$ cat src/rtl/last_subsequence_match_defines.svh
// Assertion macros used by the top-level RTL file. Each expects clk and arst_n in scope.
`ifndef LAST_SUBSEQUENCE_MATCH_DEFINES_SVH
`define LAST_SUBSEQUENCE_MATCH_DEFINES_SVH

`ifndef SYNTHESIS

// Consequent must hold in the same cycle as the antecedent.
`define LSM_ASSERT_SAME(lbl, ante, cons) \
	lbl: assert property (@(posedge clk) disable iff (!arst_n) (ante) |-> (cons)) \
		else $error("last_subsequence_match: check failed");

// Consequent must hold in the cycle after the antecedent.
`define LSM_ASSERT_NEXT(lbl, ante, cons) \
	lbl: assert property (@(posedge clk) disable iff (!arst_n) (ante) |=> (cons)) \
		else $error("last_subsequence_match: check failed");

`else

`define LSM_ASSERT_SAME(lbl, ante, cons)
`define LSM_ASSERT_NEXT(lbl, ante, cons)

`endif

`endif

$ cat src/rtl/lsm_pkg.sv
`timescale 1ns / 1ps

package lsm_pkg;

	localparam int VALUE_W  = 32;
	localparam int POS_W    = 16;
	localparam int STATUS_W = 2;

	localparam logic CMD_PATTERN = 1'b0;
	localparam logic CMD_TEXT    = 1'b1;

	typedef enum logic [STATUS_W-1:0] {
		ST_OK            = 2'd0,
		ST_SHORT_TEXT    = 2'd1,
		ST_PAT_OVERFLOW  = 2'd2,
		ST_TEXT_OVERFLOW = 2'd3
	} lsm_status_t;

	// Controls broadcast to every cell of the chain.
	typedef struct packed {
		logic clear;  // drop all prefix-match bits
		logic load;   // write the selected cell's pattern word
		logic step;   // advance the chain by one text word
	} lsm_cell_ctl_t;

endpackage

$ cat src/rtl/lsm_cell.sv
`timescale 1ns / 1ps

module lsm_cell #(
	parameter int W = 32
) (
	input  logic                   clk,
	input  logic                   arst_n,
	input  lsm_pkg::lsm_cell_ctl_t ctl,
	input  logic                   wr_sel,
	input  logic [W-1:0]           word,
	input  logic                   prev_match,
	output logic                   match_d,
	output logic                   match_q
);
	import lsm_pkg::*;

	logic [W-1:0] pat_q;

	// Pattern prefix up to this cell ends at the current text word.
	assign match_d = prev_match && (pat_q == word);

	always_ff @(posedge clk) begin
		if (ctl.load && wr_sel) begin
			pat_q <= word;
		end
	end

	always_ff @(posedge clk or negedge arst_n) begin
		if (!arst_n) begin
			match_q <= 1'b0;
		end else if (ctl.clear) begin
			match_q <= 1'b0;
		end else if (ctl.step) begin
			match_q <= match_d;
		end
	end

endmodule

$ cat src/rtl/last_subsequence_match.sv
`timescale 1ns / 1ps
`include "last_subsequence_match_defines.svh"

// Exact contiguous sequence search that reports the last occurrence. Load the
// pattern as cmd 0 items (last marks its final word), then stream the text as
// cmd 1 items; on the text item marked last one result comes out: the 1-based
// start of the last full match (0 if none) and a status (ok, pattern longer
// than text, pattern overflow, text overflow). Every item, pattern or text,
// takes one clock: the pattern sits in a row of PATTERN_MAX cells, each with
// its own word comparator and prefix-match bit, and the whole row advances
// once per text word. The result is registered and shows in the cycle after the
// final text word is accepted when the output is free; while a stalled output
// holds a result, a spare register takes the next one, and the input stalls
// only once both are full. No clearing pass is needed after reset.
module last_subsequence_match #(
	parameter int             PATTERN_MAX = 16,
	parameter longint unsigned TEXT_MAX   = 65535,
	parameter int             WORD_WIDTH  = 32
) (
	input  logic                                clk,
	input  logic                                arst_n,
	input  logic                                item_valid,
	output logic                                item_stall,
	input  logic                                cmd,
	input  logic signed [lsm_pkg::VALUE_W-1:0]  value,
	input  logic                                last,
	output logic                                result_valid,
	input  logic                                result_stall,
	output logic        [lsm_pkg::POS_W-1:0]    position,
	output logic        [lsm_pkg::STATUS_W-1:0] status
);
	import lsm_pkg::*;

	localparam int CmpW = (WORD_WIDTH < VALUE_W) ? WORD_WIDTH : VALUE_W;
	localparam int LenW = $clog2(PATTERN_MAX + 1);
	localparam int IdxW = (PATTERN_MAX > 1) ? $clog2(PATTERN_MAX) : 1;
	localparam int CntW = $clog2(TEXT_MAX + 1);
	localparam int SumW = ((CntW > LenW) ? CntW : LenW) + 1;

	logic [LenW-1:0] len_q;
	logic            too_big_q;
	logic            new_pat_q;
	logic [CntW-1:0] count_q;
	logic            text_long_q;
	logic [CntW-1:0] start_q;

	logic            result_valid_q;
	logic [POS_W-1:0] position_q;
	lsm_status_t     status_q;
	logic            spare_valid_q;
	logic [POS_W-1:0] spare_position_q;
	lsm_status_t     spare_status_q;

	logic                 item_fire;
	logic                 pat_fire;
	logic                 text_fire;
	logic [CmpW-1:0]      word;
	logic [LenW-1:0]      eff_len;
	logic                 eff_big;
	logic                 room;
	logic                 ovf;
	logic [CntW-1:0]      cnt_inc;
	logic [CntW-1:0]      cnt_new;
	logic [CntW-1:0]      start_new;
	logic [IdxW-1:0]      tail_idx;
	logic                 found;
	logic                 short_text;
	logic                 text_end;
	logic [CntW+POS_W-1:0] pos_wide;
	logic [POS_W-1:0]     res_pos;
	logic                 out_free;
	lsm_status_t          status_d;
	lsm_cell_ctl_t        cell_ctl;

	logic [PATTERN_MAX:0]   chain_q;
	logic [PATTERN_MAX-1:0] chain_d;
	logic [PATTERN_MAX-1:0] wr_sel;

	assign item_stall = spare_valid_q;
	assign item_fire  = item_valid && !item_stall;
	assign pat_fire   = item_fire && (cmd == CMD_PATTERN);
	assign text_fire  = item_fire && (cmd == CMD_TEXT);
	assign text_end   = text_fire && last;
	assign word       = value[CmpW-1:0];

	// A new pattern restarts at length zero.
	assign eff_len = new_pat_q ? '0 : len_q;
	assign eff_big = new_pat_q ? 1'b0 : too_big_q;
	assign room    = (eff_len < LenW'(PATTERN_MAX));

	assign ovf     = (count_q >= CntW'(TEXT_MAX));
	assign cnt_inc = count_q + 1'b1;
	assign cnt_new = ovf ? count_q : cnt_inc;

	assign cell_ctl.load  = pat_fire && room;
	assign cell_ctl.step  = text_fire && !ovf && (len_q != '0);
	assign cell_ctl.clear = pat_fire || text_end;

	always_comb begin
		for (int i = 0; i < PATTERN_MAX; i++) begin
			wr_sel[i] = (eff_len == LenW'(i));
		end
	end

	assign chain_q[0] = 1'b1;

	for (genvar gi = 0; gi < PATTERN_MAX; gi++) begin : g_cell
		lsm_cell #(
			.W(CmpW)
		) u_cell (
			.clk        (clk),
			.arst_n     (arst_n),
			.ctl        (cell_ctl),
			.wr_sel     (wr_sel[gi]),
			.word       (word),
			.prev_match (chain_q[gi]),
			.match_d    (chain_d[gi]),
			.match_q    (chain_q[gi+1])
		);
	end

	// Whole pattern ends at this word: its start is count_q + 2 - length.
	assign tail_idx  = IdxW'(len_q - 1'b1);
	assign found     = cell_ctl.step && chain_d[tail_idx];
	assign start_new = CntW'(cnt_inc - CntW'(len_q) + 1'b1);

	assign short_text = (SumW'(len_q) > SumW'(cnt_new));

	always_comb begin
		if (too_big_q) begin
			status_d = ST_PAT_OVERFLOW;
		end else if (text_long_q || ovf) begin
			status_d = ST_TEXT_OVERFLOW;
		end else if (short_text) begin
			status_d = ST_SHORT_TEXT;
		end else begin
			status_d = ST_OK;
		end
	end

	assign pos_wide = {{POS_W{1'b0}}, (found ? start_new : start_q)};
	assign res_pos  = (status_d == ST_OK) ? pos_wide[POS_W-1:0] : '0;

	always_ff @(posedge clk or negedge arst_n) begin
		if (!arst_n) begin
			len_q       <= '0;
			too_big_q   <= 1'b0;
			new_pat_q   <= 1'b1;
			count_q     <= '0;
			text_long_q <= 1'b0;
			start_q     <= '0;
		end else if (pat_fire) begin
			len_q       <= room ? LenW'(eff_len + 1'b1) : eff_len;
			too_big_q   <= eff_big || !room;
			new_pat_q   <= last;
			count_q     <= '0;
			text_long_q <= 1'b0;
			start_q     <= '0;
		end else if (text_fire) begin
			new_pat_q <= 1'b1;
			if (last) begin
				count_q     <= '0;
				text_long_q <= 1'b0;
				start_q     <= '0;
			end else begin
				count_q     <= cnt_new;
				text_long_q <= text_long_q || ovf;
				if (found) begin
					start_q <= start_new;
				end
			end
		end
	end

	// The output register drains first; the spare catches a result that
	// arrives while the output is held, and moves up as the output drains.
	assign out_free = !result_valid_q || !result_stall;

	always_ff @(posedge clk or negedge arst_n) begin
		if (!arst_n) begin
			result_valid_q <= 1'b0;
			spare_valid_q  <= 1'b0;
		end else if (out_free) begin
			result_valid_q <= spare_valid_q || text_end;
			spare_valid_q  <= 1'b0;
		end else begin
			spare_valid_q <= spare_valid_q || text_end;
		end
	end

	always_ff @(posedge clk) begin
		if (out_free) begin
			if (spare_valid_q) begin
				status_q   <= spare_status_q;
				position_q <= spare_position_q;
			end else if (text_end) begin
				status_q   <= status_d;
				position_q <= res_pos;
			end
		end else if (text_end) begin
			spare_status_q   <= status_d;
			spare_position_q <= res_pos;
		end
	end

	assign result_valid = result_valid_q;
	assign position     = position_q;
	assign status       = status_q;

	`LSM_ASSERT_SAME(a_err_no_pos, result_valid && (status != ST_OK), position == '0)
	`LSM_ASSERT_SAME(a_len_bound, 1'b1, len_q <= LenW'(PATTERN_MAX))
	`LSM_ASSERT_SAME(a_long_full, text_long_q, count_q == CntW'(TEXT_MAX))
	`LSM_ASSERT_NEXT(a_end_clears, text_end, (count_q == '0) && (start_q == '0) && !text_long_q)
	`LSM_ASSERT_NEXT(a_pat_restart, pat_fire, new_pat_q == $past(last))

endmodule
$ cat config.mk
export PLATFORM = sky130hd
export DESIGN_NAME = last_subsequence_match
export DESIGN_NICKNAME = d
export VERILOG_FILES = /design/src/rtl/lsm_pkg.sv /design/src/rtl/lsm_cell.sv /design/src/rtl/last_subsequence_match.sv
export VERILOG_INCLUDE_DIRS = /design/src /design/src/rtl
export SDC_FILE = /design/constraint.sdc
export NUM_CORES = 1
export LEC_CHECK = 0
export ABC_AREA = 0
export BUFFER_PORTS_ARGS = -buffer_cell sky130_fd_sc_hd__buf_4
export CAP_MARGIN = 20
export CORE_MARGIN = 8
export CORE_UTILIZATION = 63
export DETAILED_ROUTE_END_ITERATION = 10
export GPL_ROUTABILITY_DRIVEN = 0
export PLACE_DENSITY = 0.78
export RECOVER_POWER = 25
export SLEW_MARGIN = 20
export SYNTH_ARGS = -nofsm -noshare
export SYNTH_HDL_FRONTEND = slang
export SYNTH_SLANG_ARGS = --single-unit
export TNS_END_PERCENT = 20
$ cat constraint.sdc
create_clock -name clk -period 4.9 [get_ports clk]
set_input_delay 0.98 -clock clk [delete_from_list [all_inputs] [get_ports clk]]
set_output_delay 0.98 -clock clk [all_outputs]
set_load 0.01 [all_outputs]
==> impl_metrics.json <==
{
  "die_h_um": 223,
  "drc": 0,
  "io_pins": 58,
  "synth_edf_count": 548,
  "r2r-start": "count_q[0]",
  "path_buf_inv": 2,
  "drv_cap": 8,
  "final_hold_viol_count": 0,
  "fill_cells": 2709,
  "nNetsFinal": 2010,
  "finClkSkew_ns": 0.0203,
  "crit_family": "buffers and inverters",
  "gr-total-overflow": 0,
  "cp_slowest_cell": "clkbuf_1",
  "clk_latency_ns": 0.62,
  "leakage_nw": 10.5,
  "clock_path_buffers": 3,
  "maxSlewViolCount": 175,
  "grt_pass1_wl_um": 97200,
  "fp.dieW_um": 223,
  "worstPathRequired_ns": 5.24,
  "violations": "capacitance limit, slew limit",
  "grt_max_degree": 58,
  "timing.fmax_mhz": 212,
  "post_cts_buffers": 0,
  "multi_input_area_um2": 8310,
  "num_vias": 15500,
  "hp-start": "g_cell[8].u_cell.match_q",
  "pre_cts_ws_ns": 0.332,
  "critical-path-max-stage-delay_ns": 1.14,
  "antenna_found_initial": 1,
  "rsz0062_at_grt": "false",
  "critical_path_class": "in -> reg",
  "crit_start": "value[7]",
  "hpwl_um": 40600,
  "power.density_nw_per_um2": 393,
  "start_kind": "input port",
  "ctsHoldBuffers": 0,
  "peakVddDrop_uv": 363,
  "wire_per_inst_um": 25.4,
  "synth.distinct_cells": 55,
  "dp_cells": 2418,
  "totalWireLength_um": 64100,
  "yosys_warnings": 0,
  "status": "complete, but fails checks",
  "synth_seq_area_share_pct": 66.5,
  "post_cts_resized": 0,
  "worst_pin_slew_ns": 3.35,
  "core-area_um2": 42000,
  "first_pass_iters": 5,
  "slew_headroom_pct": -123,
  "cts_made_buffers": 59,
  "synth_area_um2": 26900,
  "globalRouteTotalUtil_pct": 25.8,
  "drtIter0Drc": 1577,
  "cts_tree": "built",
  "avgSynthCellArea_um2": 14.8,
  "via_per_inst": 6.15,
  "fin_tns_setup_ns": 0,
  "timing.final.ws_setup_ns": 0.192,
  "area_growth_pct": 11.9,
  "min_period_over_period_pct": 96.1,
  "hold_path.class": "reg -> reg",
  "port-buffer-count": 57,
  "synthCells": 1817,
  "root_buffer": "clkbuf_16",
  "die-area_um2": 49500,
  "fin_crit_ns": 4.71,
  "syn_nets": 1887,
  "synthArstFlopShare_pct": 9.42,
  "synth_ff_type": "edfxtp_1",
  "cts.sinks": 605,
  "rows": 75,
  "drive_above_1_share_pct": 12.2,
  "stdcell_count": 2527,
  "final_antenna_net_count": 0,
  "clkSlewWorstSetupHoldPaths_ns": 0.06,
  "cp_max_fo": 18,
  "setup_viol": 0,
  "synth_seq_cells": 605,
  "ctsHtreeMaxLevel": 2,
  "cp-end-kind": "register",
  "cp.arrival_ns": 5.05,
  "grt_pass1_vias": 15700,
  "regArea_um2": 17900,
  "antennaDiodeCount": 0,
  "worstPathCellList": "clkbuf_1, xor2_1, nor4_1, nand4_1, or3_1, mux4_2, o21ai_1, a31oi_1, nor3b_4, buf_12, mux2i_1, o31ai_2",
  "initial_core_util_pct": 63.9
}
[registers in the layout, summed over array words and instances, names as in the netlist]
name,cells
result_valid,1
count_q,16
status,2
position,16
g_cell.u_cell.pat_q,512
new_pat_q,1
item_stall,1
text_long_q,1
spare_position_q,16
too_big_q,1
g_cell.u_cell.match_q,15
spare_status_q,2
start_q,16
len_q,5
[metrics by stage]
step | utilization [%] | power (W) | area [um2] | hold slack, ns
after floorplan | - | 0.00669 | 26900 | 0.442
after detailed placement | 67.0 | 0.00711 | 28100 | 0.473
after global routing | 71.6 | 0.0122 | 30100 | 0.524
after CTS | 71.9 | 0.0119 | 30200 | 0.458
final | 71.6 | 0.0118 | 30100 | 0.492
after global placement | 67.0 | 0.00707 | 28100 | 0.463
[cells in the final DEF, fill, tap and decap left out, drive strengths merged, types with 28 or more instances in the layout]
| master | instances |
|---|---|
| buf | 119 |
| clkbuf | 104 |
| dfrtp | 56 |
| edfxtp | 548 |
| ha | 31 |
| inv | 28 |
| nand2 | 55 |
| nand3 | 43 |
| nand4 | 51 |
| nor2 | 49 |
| nor4 | 93 |
| o21ai | 35 |
| xnor2 | 173 |
| xor2 | 370 |
[where the power goes]
group	total (W)	switching [W]	internal (W)
sequential	0.00579	0.0000539	0.00573
clock	0.00484	0.00196	0.00288
combinational	0.00121	0.000808	0.000405
total	0.0118	0.00282	0.00901
[synth_stat cells (all sizes together) (23+ instances only)]
cell type    n  area, um2
inv         25       93.8
a21oi       23        115
ha          31        388
buf         72        527
xor2       370       3240
nand2       55        206
dfrtp       56       1400
a22o        24        210
o21ai       35        186
nor2        49        184
nand3       43        215
nor4        93        588
edfxtp     548      16500
nand4       51        319
nor3        26        130
xnor2      173       1520
[worst reg2reg max path, delay by kind of cell, from the launching register on]
family,cells,cell delay [ns]
AND/OR/NAND/NOR,7,2.16
adder cells (fa/ha/maj),2,0.64
AO/OA/AOI/OAI,4,0.64
flip-flops,1,0.53
multiplexers,1,0.22
[metal layers]
metal,track usage (%),vias to the layer above,routed length [um]
met5,0,-,19
met4,8.43,2,1820
met3,4.64,119,5730
met2,41.1,702,30000
met1,36.0,7831,26500
li1,-,6876,-
[path summary, 6_finish.rpt]
kind	cells after the start	slack, ns	to
max	12	0.19	position[6]
min	2	0.49	g_cell[8].u_cell.match_q
max reg2reg	14	0.45	position[0]
min reg2reg	2	0.49	g_cell[8].u_cell.match_q
max in group asynchronous	1	1.51	g_cell[1].u_cell.match_q
min in group asynchronous	1	1.49	start_q[0]
[layout make-up]
| cell class | instances | share of cell area (%) |
|---|---|---|
| sequential | 605 | 59.4 |
| multi-input combinational | 1094 | 27.6 |
| clock buffer | 68 | 5.22 |
| timing repair buffer | 155 | 3.50 |
| tap | 539 | 2.24 |
| clock inverter | 41 | 1.68 |
| inverter | 25 | 0.312 |
[logic make-up after synthesis]
logic type / share of synthesized area, %
AO/OA/AOI/OAI: 3.49
XOR/XNOR: 17.7
multiplexers: 0.838
adder cells (fa/ha/maj): 1.52
flip-flops: 66.5
buffers and inverters: 2.60
AND/OR/NAND/NOR: 7.33
Power figures use the tool's default switching activity.
